==> src/design/assert_macros.svh <==
// ---------------------------------------------------------------------------
// Assertion macros
// Shared macros for the concurrent checks of the compressor design.
// ---------------------------------------------------------------------------
`ifndef ASSERT_MACROS_SVH
`define ASSERT_MACROS_SVH

// Same-cycle implication, sampled on clk and disabled during reset.
`define SVZ_ASSERT_IMPL(label, ante, cons) \
	label: assert property (@(posedge clk) disable iff (!arst_n) (ante) |-> (cons)) \
		else $error("%m: same-cycle check failed");

// Next-cycle implication, sampled on clk and disabled during reset.
`define SVZ_ASSERT_NEXT(label, ante, cons) \
	label: assert property (@(posedge clk) disable iff (!arst_n) (ante) |=> (cons)) \
		else $error("%m: next-cycle check failed");

`endif

==> src/design/svz_pkg.sv <==
// ---------------------------------------------------------------------------
// Zero-skip compressor package
// Field widths, stream packing offsets, register indexes and shared types.
// ---------------------------------------------------------------------------
package svz_pkg;

	localparam int LANES_DEF       = 8;
	localparam int DATA_WIDTH_DEF  = 8;
	localparam int GROUP_WIDTH_DEF = 8;

	localparam int VEC_WIDTH      = 64;
	localparam int COUNT_WIDTH    = 4;
	localparam int VALUE_WIDTH    = 8;
	localparam int OFFSET_WIDTH   = 3;
	localparam int GROUP_IN_WIDTH = 8;
	localparam int WIN_LEN_WIDTH  = 4;
	localparam int WINDOW_MAX     = 8;

	localparam int IN_COUNT_LSB    = 64;
	localparam int IN_GROUP_LSB    = 68;
	localparam int IN_TDATA_WIDTH  = 80;
	localparam int OUT_OFFSET_LSB  = 8;
	localparam int OUT_GROUP_LSB   = 11;
	localparam int OUT_TDATA_WIDTH = 24;
	localparam int IN_TUSER_WIDTH  = 1;
	localparam int OUT_TUSER_WIDTH = 2;

	localparam int CFG_INDEX_WIDTH = 1;
	localparam int CFG_DATA_WIDTH  = 2;
	localparam logic [CFG_INDEX_WIDTH-1:0] CFG_COMPRESS = 1'b0;
	localparam logic [CFG_INDEX_WIDTH-1:0] CFG_OFFSET   = 1'b1;

	typedef struct packed {
		logic [VALUE_WIDTH-1:0]  value;
		logic [OFFSET_WIDTH-1:0] offset;
		logic                    last;
	} step_t;

endpackage

==> src/design/svz_lane.sv <==
// ---------------------------------------------------------------------------
// Compressor lane
// Extracts one element, tests it against zero and the element count.
// ---------------------------------------------------------------------------
module svz_lane #(
	parameter int LANE       = 0,
	parameter int DATA_WIDTH = svz_pkg::DATA_WIDTH_DEF
) (
	input  logic [svz_pkg::VEC_WIDTH-1:0]   vector_data,
	input  logic [svz_pkg::COUNT_WIDTH-1:0] element_count,
	input  logic                            compress,
	output logic [svz_pkg::VALUE_WIDTH-1:0] value,
	output logic                            keep
);

	localparam int SHIFT = LANE * DATA_WIDTH;
	localparam int VW    = svz_pkg::VALUE_WIDTH;

	logic [svz_pkg::VEC_WIDTH-1:0] shifted;
	logic [DATA_WIDTH-1:0]         elem;

	// Elements that lie past the top of the vector read as zero.
	assign shifted = vector_data >> SHIFT;
	assign elem    = shifted[DATA_WIDTH-1:0];
	assign value   = VW'(elem);
	assign keep    = (int'(element_count) > LANE) && (!compress || (|elem));

endmodule

==> src/design/svz_select.sv <==
// ---------------------------------------------------------------------------
// Compressor merge stage
// Finds the lowest pending lane in the window and advances the mask.
// ---------------------------------------------------------------------------
module svz_select #(
	parameter int LANES = svz_pkg::LANES_DEF,
	localparam int BASE_W  = $clog2(LANES + 1),
	localparam int IDX_W   = $clog2(LANES),
	localparam int WIN_MAX = (LANES < svz_pkg::WINDOW_MAX) ? LANES : svz_pkg::WINDOW_MAX
) (
	input  logic [LANES-1:0]                  pending,
	input  logic [svz_pkg::WIN_LEN_WIDTH-1:0] win_len,
	input  logic [BASE_W-1:0]                 base,
	input  logic [svz_pkg::VALUE_WIDTH-1:0]   values [LANES],
	output svz_pkg::step_t                    step,
	output logic [LANES-1:0]                  pending_next,
	output logic [BASE_W-1:0]                 base_next
);

	localparam int OW = svz_pkg::OFFSET_WIDTH;

	logic [WIN_MAX-1:0]                win_mask;
	logic [WIN_MAX-1:0]                sel;
	logic [WIN_MAX-1:0]                onehot;
	logic [LANES-1:0]                  rest;
	logic                              hit;
	logic [OW-1:0]                     off;
	logic [svz_pkg::WIN_LEN_WIDTH-1:0] win_m1;
	logic [BASE_W:0]                   idx_sum;
	logic [IDX_W-1:0]                  idx;

	always_comb begin
		for (int i = 0; i < WIN_MAX; i++) begin
			win_mask[i] = (i < int'(win_len));
		end
	end

	assign sel    = pending[WIN_MAX-1:0] & win_mask;
	assign onehot = sel & (~sel + WIN_MAX'(1));
	assign win_m1 = win_len - svz_pkg::WIN_LEN_WIDTH'(1);

	always_comb begin
		hit = 1'b0;
		off = win_m1[OW-1:0];
		for (int i = WIN_MAX - 1; i >= 0; i--) begin
			if (sel[i]) begin
				hit = 1'b1;
				off = OW'(i);
			end
		end
	end

	assign rest    = pending & ~LANES'(onehot);
	assign idx_sum = {1'b0, base} + (BASE_W + 1)'(off);
	assign idx     = idx_sum[IDX_W-1:0];

	assign step.value   = hit ? values[idx] : '0;
	assign step.offset  = off;
	assign step.last    = (rest == '0);
	assign pending_next = pending >> ({1'b0, off} + (OW + 1)'(1));
	assign base_next    = BASE_W'(idx_sum + (BASE_W + 1)'(1));

endmodule

==> src/design/sparse_vector_zero_skip_compressor.sv <==
// ---------------------------------------------------------------------------
// Sparse vector zero-skip compressor
// Turns each input vector into a run of (value, skip offset) results.
// ---------------------------------------------------------------------------
// Vectors arrive on the s_ stream and results leave on the m_ stream; an item
// moves when tvalid and tready are both high. On acceptance every lane tests
// its element at once and the kept lanes form a pending mask. The merge stage
// then emits one result per cycle: the lowest kept lane in the window, or a
// zero filler when the window is empty. m_tlast marks the final result of the
// vector. The first result is registered after the vector is captured. A vector
// gives between 1 and LANES results, as the single merge stage produces one
// result per cycle; the next vector is taken in the cycle of the previous one's
// last step. When the receiver stalls, the output register holds its result and
// the step sequencer waits. The configuration port writes compress_enable
// (index 0) and offset_width (index 1); the user writes them only while the
// block is idle, which the block does not enforce. Reset clears both registers,
// the output valid and the sequencer; no clearing pass is needed.
// ---------------------------------------------------------------------------
module sparse_vector_zero_skip_compressor #(
	parameter int LANES       = svz_pkg::LANES_DEF,
	parameter int DATA_WIDTH  = svz_pkg::DATA_WIDTH_DEF,
	parameter int GROUP_WIDTH = svz_pkg::GROUP_WIDTH_DEF
) (
	input  logic                                clk,
	input  logic                                arst_n,
	input  logic                                cfg_wen,
	input  logic [svz_pkg::CFG_INDEX_WIDTH-1:0] cfg_index,
	input  logic [svz_pkg::CFG_DATA_WIDTH-1:0]  cfg_wdata,
	input  logic                                s_tvalid,
	output logic                                s_tready,
	// vector_data[63:0], element_count[67:64], group_tag[75:68], zero pad
	input  logic [svz_pkg::IN_TDATA_WIDTH-1:0]  s_tdata,
	// vector_begin[0]
	input  logic [svz_pkg::IN_TUSER_WIDTH-1:0]  s_tuser,
	input  logic                                s_tlast,
	output logic                                m_tvalid,
	input  logic                                m_tready,
	// value_out[7:0], skip_offset[10:8], group_out[18:11], zero pad
	output logic [svz_pkg::OUT_TDATA_WIDTH-1:0] m_tdata,
	// stream_last[0], first_of_vector[1]
	output logic [svz_pkg::OUT_TUSER_WIDTH-1:0] m_tuser,
	output logic                                m_tlast
);

`include "assert_macros.svh"

	localparam int BASE_W = $clog2(LANES + 1);
	localparam int VW     = svz_pkg::VALUE_WIDTH;
	localparam int OW     = svz_pkg::OFFSET_WIDTH;
	localparam int GIW    = svz_pkg::GROUP_IN_WIDTH;
	localparam int GW     = (GROUP_WIDTH < GIW) ? GROUP_WIDTH : GIW;
	localparam int WLW    = svz_pkg::WIN_LEN_WIDTH;

	logic                   compress_q;
	logic [1:0]             ow_q;
	logic                   busy_q;
	logic                   first_q;
	logic [LANES-1:0]       pending_q;
	logic [BASE_W-1:0]      base_q;
	logic [VW-1:0]          vals_q [LANES];
	logic                   vlast_q;
	logic                   begin_q;
	logic [GW-1:0]          group_q;

	logic                   out_valid_q;
	logic [VW-1:0]          out_value_q;
	logic [OW-1:0]          out_offset_q;
	logic                   out_last_q;
	logic                   out_stream_q;
	logic                   out_first_q;
	logic [GW-1:0]          out_group_q;

	logic [VW-1:0]          lane_val [LANES];
	logic [LANES-1:0]       lane_keep;
	logic [WLW-1:0]         win_pow;
	logic [WLW-1:0]         win_len;
	svz_pkg::step_t         step;
	logic [LANES-1:0]       pending_next;
	logic [BASE_W-1:0]      base_next;
	logic                   step_en;
	logic                   accept;

	for (genvar g = 0; g < LANES; g++) begin : g_lane
		svz_lane #(
			.LANE       (g),
			.DATA_WIDTH (DATA_WIDTH)
		) u_lane (
			.vector_data   (s_tdata[svz_pkg::VEC_WIDTH-1:0]),
			.element_count (s_tdata[svz_pkg::IN_COUNT_LSB +: svz_pkg::COUNT_WIDTH]),
			.compress      (compress_q),
			.value         (lane_val[g]),
			.keep          (lane_keep[g])
		);
	end

	assign win_pow = WLW'(1) << ow_q;
	assign win_len = (int'(win_pow) > LANES) ? WLW'(LANES) : win_pow;

	svz_select #(
		.LANES (LANES)
	) u_select (
		.pending      (pending_q),
		.win_len      (win_len),
		.base         (base_q),
		.values       (vals_q),
		.step         (step),
		.pending_next (pending_next),
		.base_next    (base_next)
	);

	assign step_en  = busy_q && (!out_valid_q || m_tready);
	assign s_tready = !busy_q || (step_en && step.last);
	assign accept   = s_tvalid && s_tready;

	always_ff @(posedge clk or negedge arst_n) begin
		if (!arst_n) begin
			compress_q <= 1'b0;
			ow_q       <= 2'd0;
		end else if (cfg_wen) begin
			unique case (cfg_index)
				svz_pkg::CFG_COMPRESS: compress_q <= cfg_wdata[0];
				svz_pkg::CFG_OFFSET:   ow_q       <= cfg_wdata[1:0];
				default: ;
			endcase
		end
	end

	always_ff @(posedge clk or negedge arst_n) begin
		if (!arst_n) begin
			busy_q    <= 1'b0;
			first_q   <= 1'b0;
			pending_q <= '0;
			base_q    <= '0;
		end else if (accept) begin
			busy_q    <= 1'b1;
			first_q   <= 1'b1;
			pending_q <= lane_keep;
			base_q    <= '0;
		end else if (step_en) begin
			first_q   <= 1'b0;
			pending_q <= pending_next;
			base_q    <= base_next;
			if (step.last) begin
				busy_q <= 1'b0;
			end
		end
	end

	always_ff @(posedge clk) begin
		if (accept) begin
			for (int i = 0; i < LANES; i++) begin
				vals_q[i] <= lane_val[i];
			end
			vlast_q <= s_tlast;
			begin_q <= s_tuser[0];
			group_q <= s_tdata[svz_pkg::IN_GROUP_LSB +: GW];
		end
	end

	always_ff @(posedge clk or negedge arst_n) begin
		if (!arst_n) begin
			out_valid_q <= 1'b0;
		end else if (step_en) begin
			out_valid_q <= 1'b1;
		end else if (m_tready) begin
			out_valid_q <= 1'b0;
		end
	end

	always_ff @(posedge clk) begin
		if (step_en) begin
			out_value_q  <= step.value;
			out_offset_q <= step.offset;
			out_last_q   <= step.last;
			out_stream_q <= vlast_q && step.last;
			out_first_q  <= begin_q && first_q;
			out_group_q  <= group_q;
		end
	end

	assign m_tvalid = out_valid_q;
	assign m_tlast  = out_last_q;
	assign m_tuser  = {out_first_q, out_stream_q};
	assign m_tdata  = {
		(svz_pkg::OUT_TDATA_WIDTH - svz_pkg::OUT_GROUP_LSB - GIW)'(0),
		GIW'(out_group_q),
		out_offset_q,
		out_value_q
	};

	`SVZ_ASSERT_NEXT(a_accept_busy, s_tvalid && s_tready, busy_q && first_q)
	`SVZ_ASSERT_NEXT(a_last_out, step_en && step.last, m_tvalid && m_tlast)
	`SVZ_ASSERT_IMPL(a_stream_is_run_last, m_tvalid && m_tuser[0], m_tlast)
	`SVZ_ASSERT_NEXT(a_stall_hold, busy_q && !step_en, $stable(pending_q) && $stable(base_q))

endmodule
==> config.mk <==
export PLATFORM = sky130hd
export DESIGN_NAME = sparse_vector_zero_skip_compressor
export DESIGN_NICKNAME = d
export VERILOG_FILES = /design/src/design/svz_pkg.sv /design/src/design/svz_lane.sv /design/src/design/svz_select.sv /design/src/design/sparse_vector_zero_skip_compressor.sv
export VERILOG_INCLUDE_DIRS = /design/src /design/src/design
export SDC_FILE = /design/constraint.sdc
export NUM_CORES = 1
export LEC_CHECK = 0
export BUFFER_PORTS_ARGS = -buffer_cell sky130_fd_sc_hd__buf_2
export CAP_MARGIN = 10
export CELL_PAD_IN_SITES_DETAIL_PLACEMENT = 2
export CELL_PAD_IN_SITES_GLOBAL_PLACEMENT = 2
export CORE_UTILIZATION = 37
export DETAILED_ROUTE_END_ITERATION = 12
export PLACE_DENSITY = 0.79
export RECOVER_POWER = 25
export REMOVE_ABC_BUFFERS = 1
export SETUP_SLACK_MARGIN = 0.1
export SYNTH_ARGS = -nofsm -noshare
export SYNTH_HDL_FRONTEND = slang
export SYNTH_SLANG_ARGS = --single-unit
==> constraint.sdc <==
create_clock -name clk -period 4.7 [get_ports clk]
set_input_delay 0.705 -clock clk [delete_from_list [all_inputs] [get_ports clk]]
set_output_delay 0.705 -clock clk [all_outputs]
set_load 0.01 [all_outputs]
==> run_results.csv <==
group,metric,value,unit
logic_synthesis,synth_edf_count,96,
logic_synthesis,netlist.area_leader.share,57.8,%
sta,max-slew-margin-rel,23.6,%
logic_synthesis,async_reset_ff_share,15.0,%
sta,clock_skew,8.37,ps
floorplanning,pin_count,119,
drt,vias,3419,
sta,tns,0,ps
drt,finalWirelength,14900,um
layout,finish.utilization,46.9,%
global_routing,grt_pass1_vias,3886,
floorplanning,core-area,13200,um^2
sta,hold_viol,0,
global_routing,use_met3,4.78,%
layout,multi_input_area,1540,um^2
floorplanning,die_y,118,um
layout,nets,544,
global_routing,grtUsageMet1,26.8,%
global_routing,grt_max_degree,48,
drt,drt-pass1-iter-count,4,
run,cap_violations,0,
clock_tree,cts_tree,"done",
drt,wire_per_inst,23.3,um
logic_synthesis,yosys.area.top_type,"edfxtp_1",
worst_setup_path,crit_arrival,4180,ps
worst_setup_path,startpoint_type,"flip-flop",
worst_setup_path,cp.required,4840,ps
layout,mostFrequentLayoutCells,"edfxtp_1, buf_2, nor2_1, clkbuf_1",
floorplanning,start_util,37.8,%
layout,final_area,6190,um^2
global_routing,grt_overflow,0,
global_routing,grt_usage,22.9,%
sta,grt_setup_unrepaired,"false",
place,hpwl,10400,um
layout,areaGrowthSynthToFinish,24.0,%
logic_synthesis,synth-seq-cells,113,
sta,drv_slew,0,
place,port_buffers,109,
floorplanning,rows,42,
global_routing,grt_pass1_wl,23000,um
sta,min_period,4050,ps
sta,fmax,0.247,GHz
clock_tree,cts-root-buf,"clkbuf_16",
drt,postRouteAntennaNets,0,
clock_tree,clkSinkCount,113,
worst_setup_path,path_class,"reg2reg",
clock_tree,clk_latency,420,ps
sta,setup_viol_count_final,0,
logic_synthesis,synthTopCellsByArea,"edfxtp_1, dfrtp_1, mux4_2",
global_routing,antenna_found_initial,0,
global_routing,grt_busiest_layer,"met2",
logic_synthesis,seq_area_frac_synth,66.3,%
run_status,outcome,"completed",
pwr,p_leak,2.28,nW
sta,min_period_over_period,86.1,%
hold_path,whs_path_depth,0,
place,post_dp_cell_area,5680,um^2
place,gp_congestion,0.836,
layout,layout-drive-gt1-share,29.8,%
drt,drt_iter0_markers,294,
layout,seqCellArea,3310,um^2
logic_synthesis,syn_area_per_cell,14.9,um^2
clock_tree,ctsHoldBuffers,0,
layout,nFillCells,1327,
logic_synthesis,syn-instance-count,335,
clock_tree,cts.reportedPaths.clkPinSlew,50,ps
hold_path,hold_path.class,"reg2reg",
pwr,power_density,752,nW/um^2
clock_tree,clock_tree.buffer_depth,2,
worst_setup_path,reg2reg_depth,12,
pwr,ir_worst_vdd,0.284,mV
drt,drc,0,
floorplanning,fp.dieW,118,um
worst_setup_path,cp-end-kind,"flip-flop",
logic_synthesis,synthesis.area,4990,um^2
logic_synthesis,synth_cell_types,61,
layout,antenna_cells,0,
clock_tree,cts_setup_buffers,0,
logic_synthesis,ys_warn_count,0,
layout,final_common_cell,"edfxtp_1",
logic_synthesis,synthFlopType,"edfxtp_1",
floorplanning,dieArea,14000,um^2
clock_tree,cts_resized,0,
worst_setup_path,crit_path_max_fanout,17,
clock_tree,cts_buffers,17,
global_routing,met2_usage,40.2,%
sta,worstMarginPinSlew,1150,ps
clock_tree,h-tree-depth,4,
drt,routed_via_density,5.35,
==> sequential cells by signal (all words and copies together) (netlist names), 2 cells and up <==
name	flops
vals_q	64
group_q	8
out_group_q	8
out_value_q	8
pending_q	8
base_q	3
out_offset_q	3
ow_q	2
==> routing by layer <==
layer  vias up  share of wire, %
li1       1526                 -
met1      1758                41
met2       110                52
met3        25               3.9
met4         0               2.5
met5         -                 0
==> path summary, 6_finish.rpt <==
| check | slack [ps] | to | startpoint |
|---|---|---|---|
| setup / recovery | 650 | out_value_q[6] | ow_q[0] |
| hold / removal | 420 | out_group_q[4] | group_q[4] |
| setup reg to reg | 650 | out_value_q[6] | ow_q[0] |
| hold reg to reg | 420 | out_group_q[4] | group_q[4] |
| max in group asynchronous | 3510 | pending_q[4] | arst_n |
| min in group asynchronous | 500 | pending_q[5] | arst_n |
==> metrics by stage <==
step           setup slack (ps)  hold slack [ps]  instances  total power, mW
2_1_floorplan               736              400        319             2.83
3_5_place_dp                649              408        607             3.44
5_1_grt                     414              426        639             4.90
4_1_cts                     622              239        639             4.71
3_3_place_gp                790              403        607             3.30
6_report                    654              418        639             4.66
==> worst max-delay path, cell delays in order (launching register included) <==
cell      delay, ps
dfrtp_1         490
or2_2           350
ha_1            230
nand2b_1        170
a31oi_1         320
o21ai_2         130
ha_1            200
inv_1            70
fa_1            420
inv_2           430
mux4_2          620
mux2i_1         240
nor2_1           70
==> cell usage after synthesis (all sizes together) (2+ instances only) <==
library cell / count
a2111oi: 2
a211oi: 2
a21oi: 11
a2bb2oi: 2
a31oi: 5
a32oi: 3
and2: 2
buf: 15
clkbuf: 5
dfrtp: 17
edfxtp: 96
ha: 3
inv: 10
mux2: 3
mux2i: 13
mux4: 16
nand2: 18
nand2b: 5
nand3: 3
nand4: 5
nor2: 38
nor2b: 4
nor3: 6
nor4: 6
o211ai: 3
o21ai: 13
o22ai: 3
o31ai: 2
o41ai: 2
or2: 3
xnor2: 2
==> layout make-up <==
class	count	area share, %
Clock buffer	19	6.99
Clock inverter	13	1.94
Inverter	10	0.606
Multi-Input combinational cell	196	24.8
Sequential cell	113	53.4
Tap cell	176	3.56
Timing Repair Buffer	112	8.65
==> cells by family after synthesis <==
| family | synth area share (%) |
|---|---|
| AOI/OAI and AO/OA | 8.22 |
| xor gates and xnor gates | 0.527 |
| adders and majority gates | 1.35 |
| buffers and inverters | 3.23 |
| DFF | 66.3 |
| muxes | 10.5 |
| other | 0.0751 |
| and+or+nand+nor | 9.80 |
==> power breakdown <==
part | switching [mW] | internal (mW) | leakage, nW | total, mW
combinational | 1.05 | 0.777 | 0.913 | 1.83
sequential | 0.168 | 1.45 | 1.10 | 1.61
clock | 0.448 | 0.767 | 0.269 | 1.22
total | 1.67 | 2.99 | 2.28 | 4.66
Note: power is estimated with default switching activity, not from simulation.
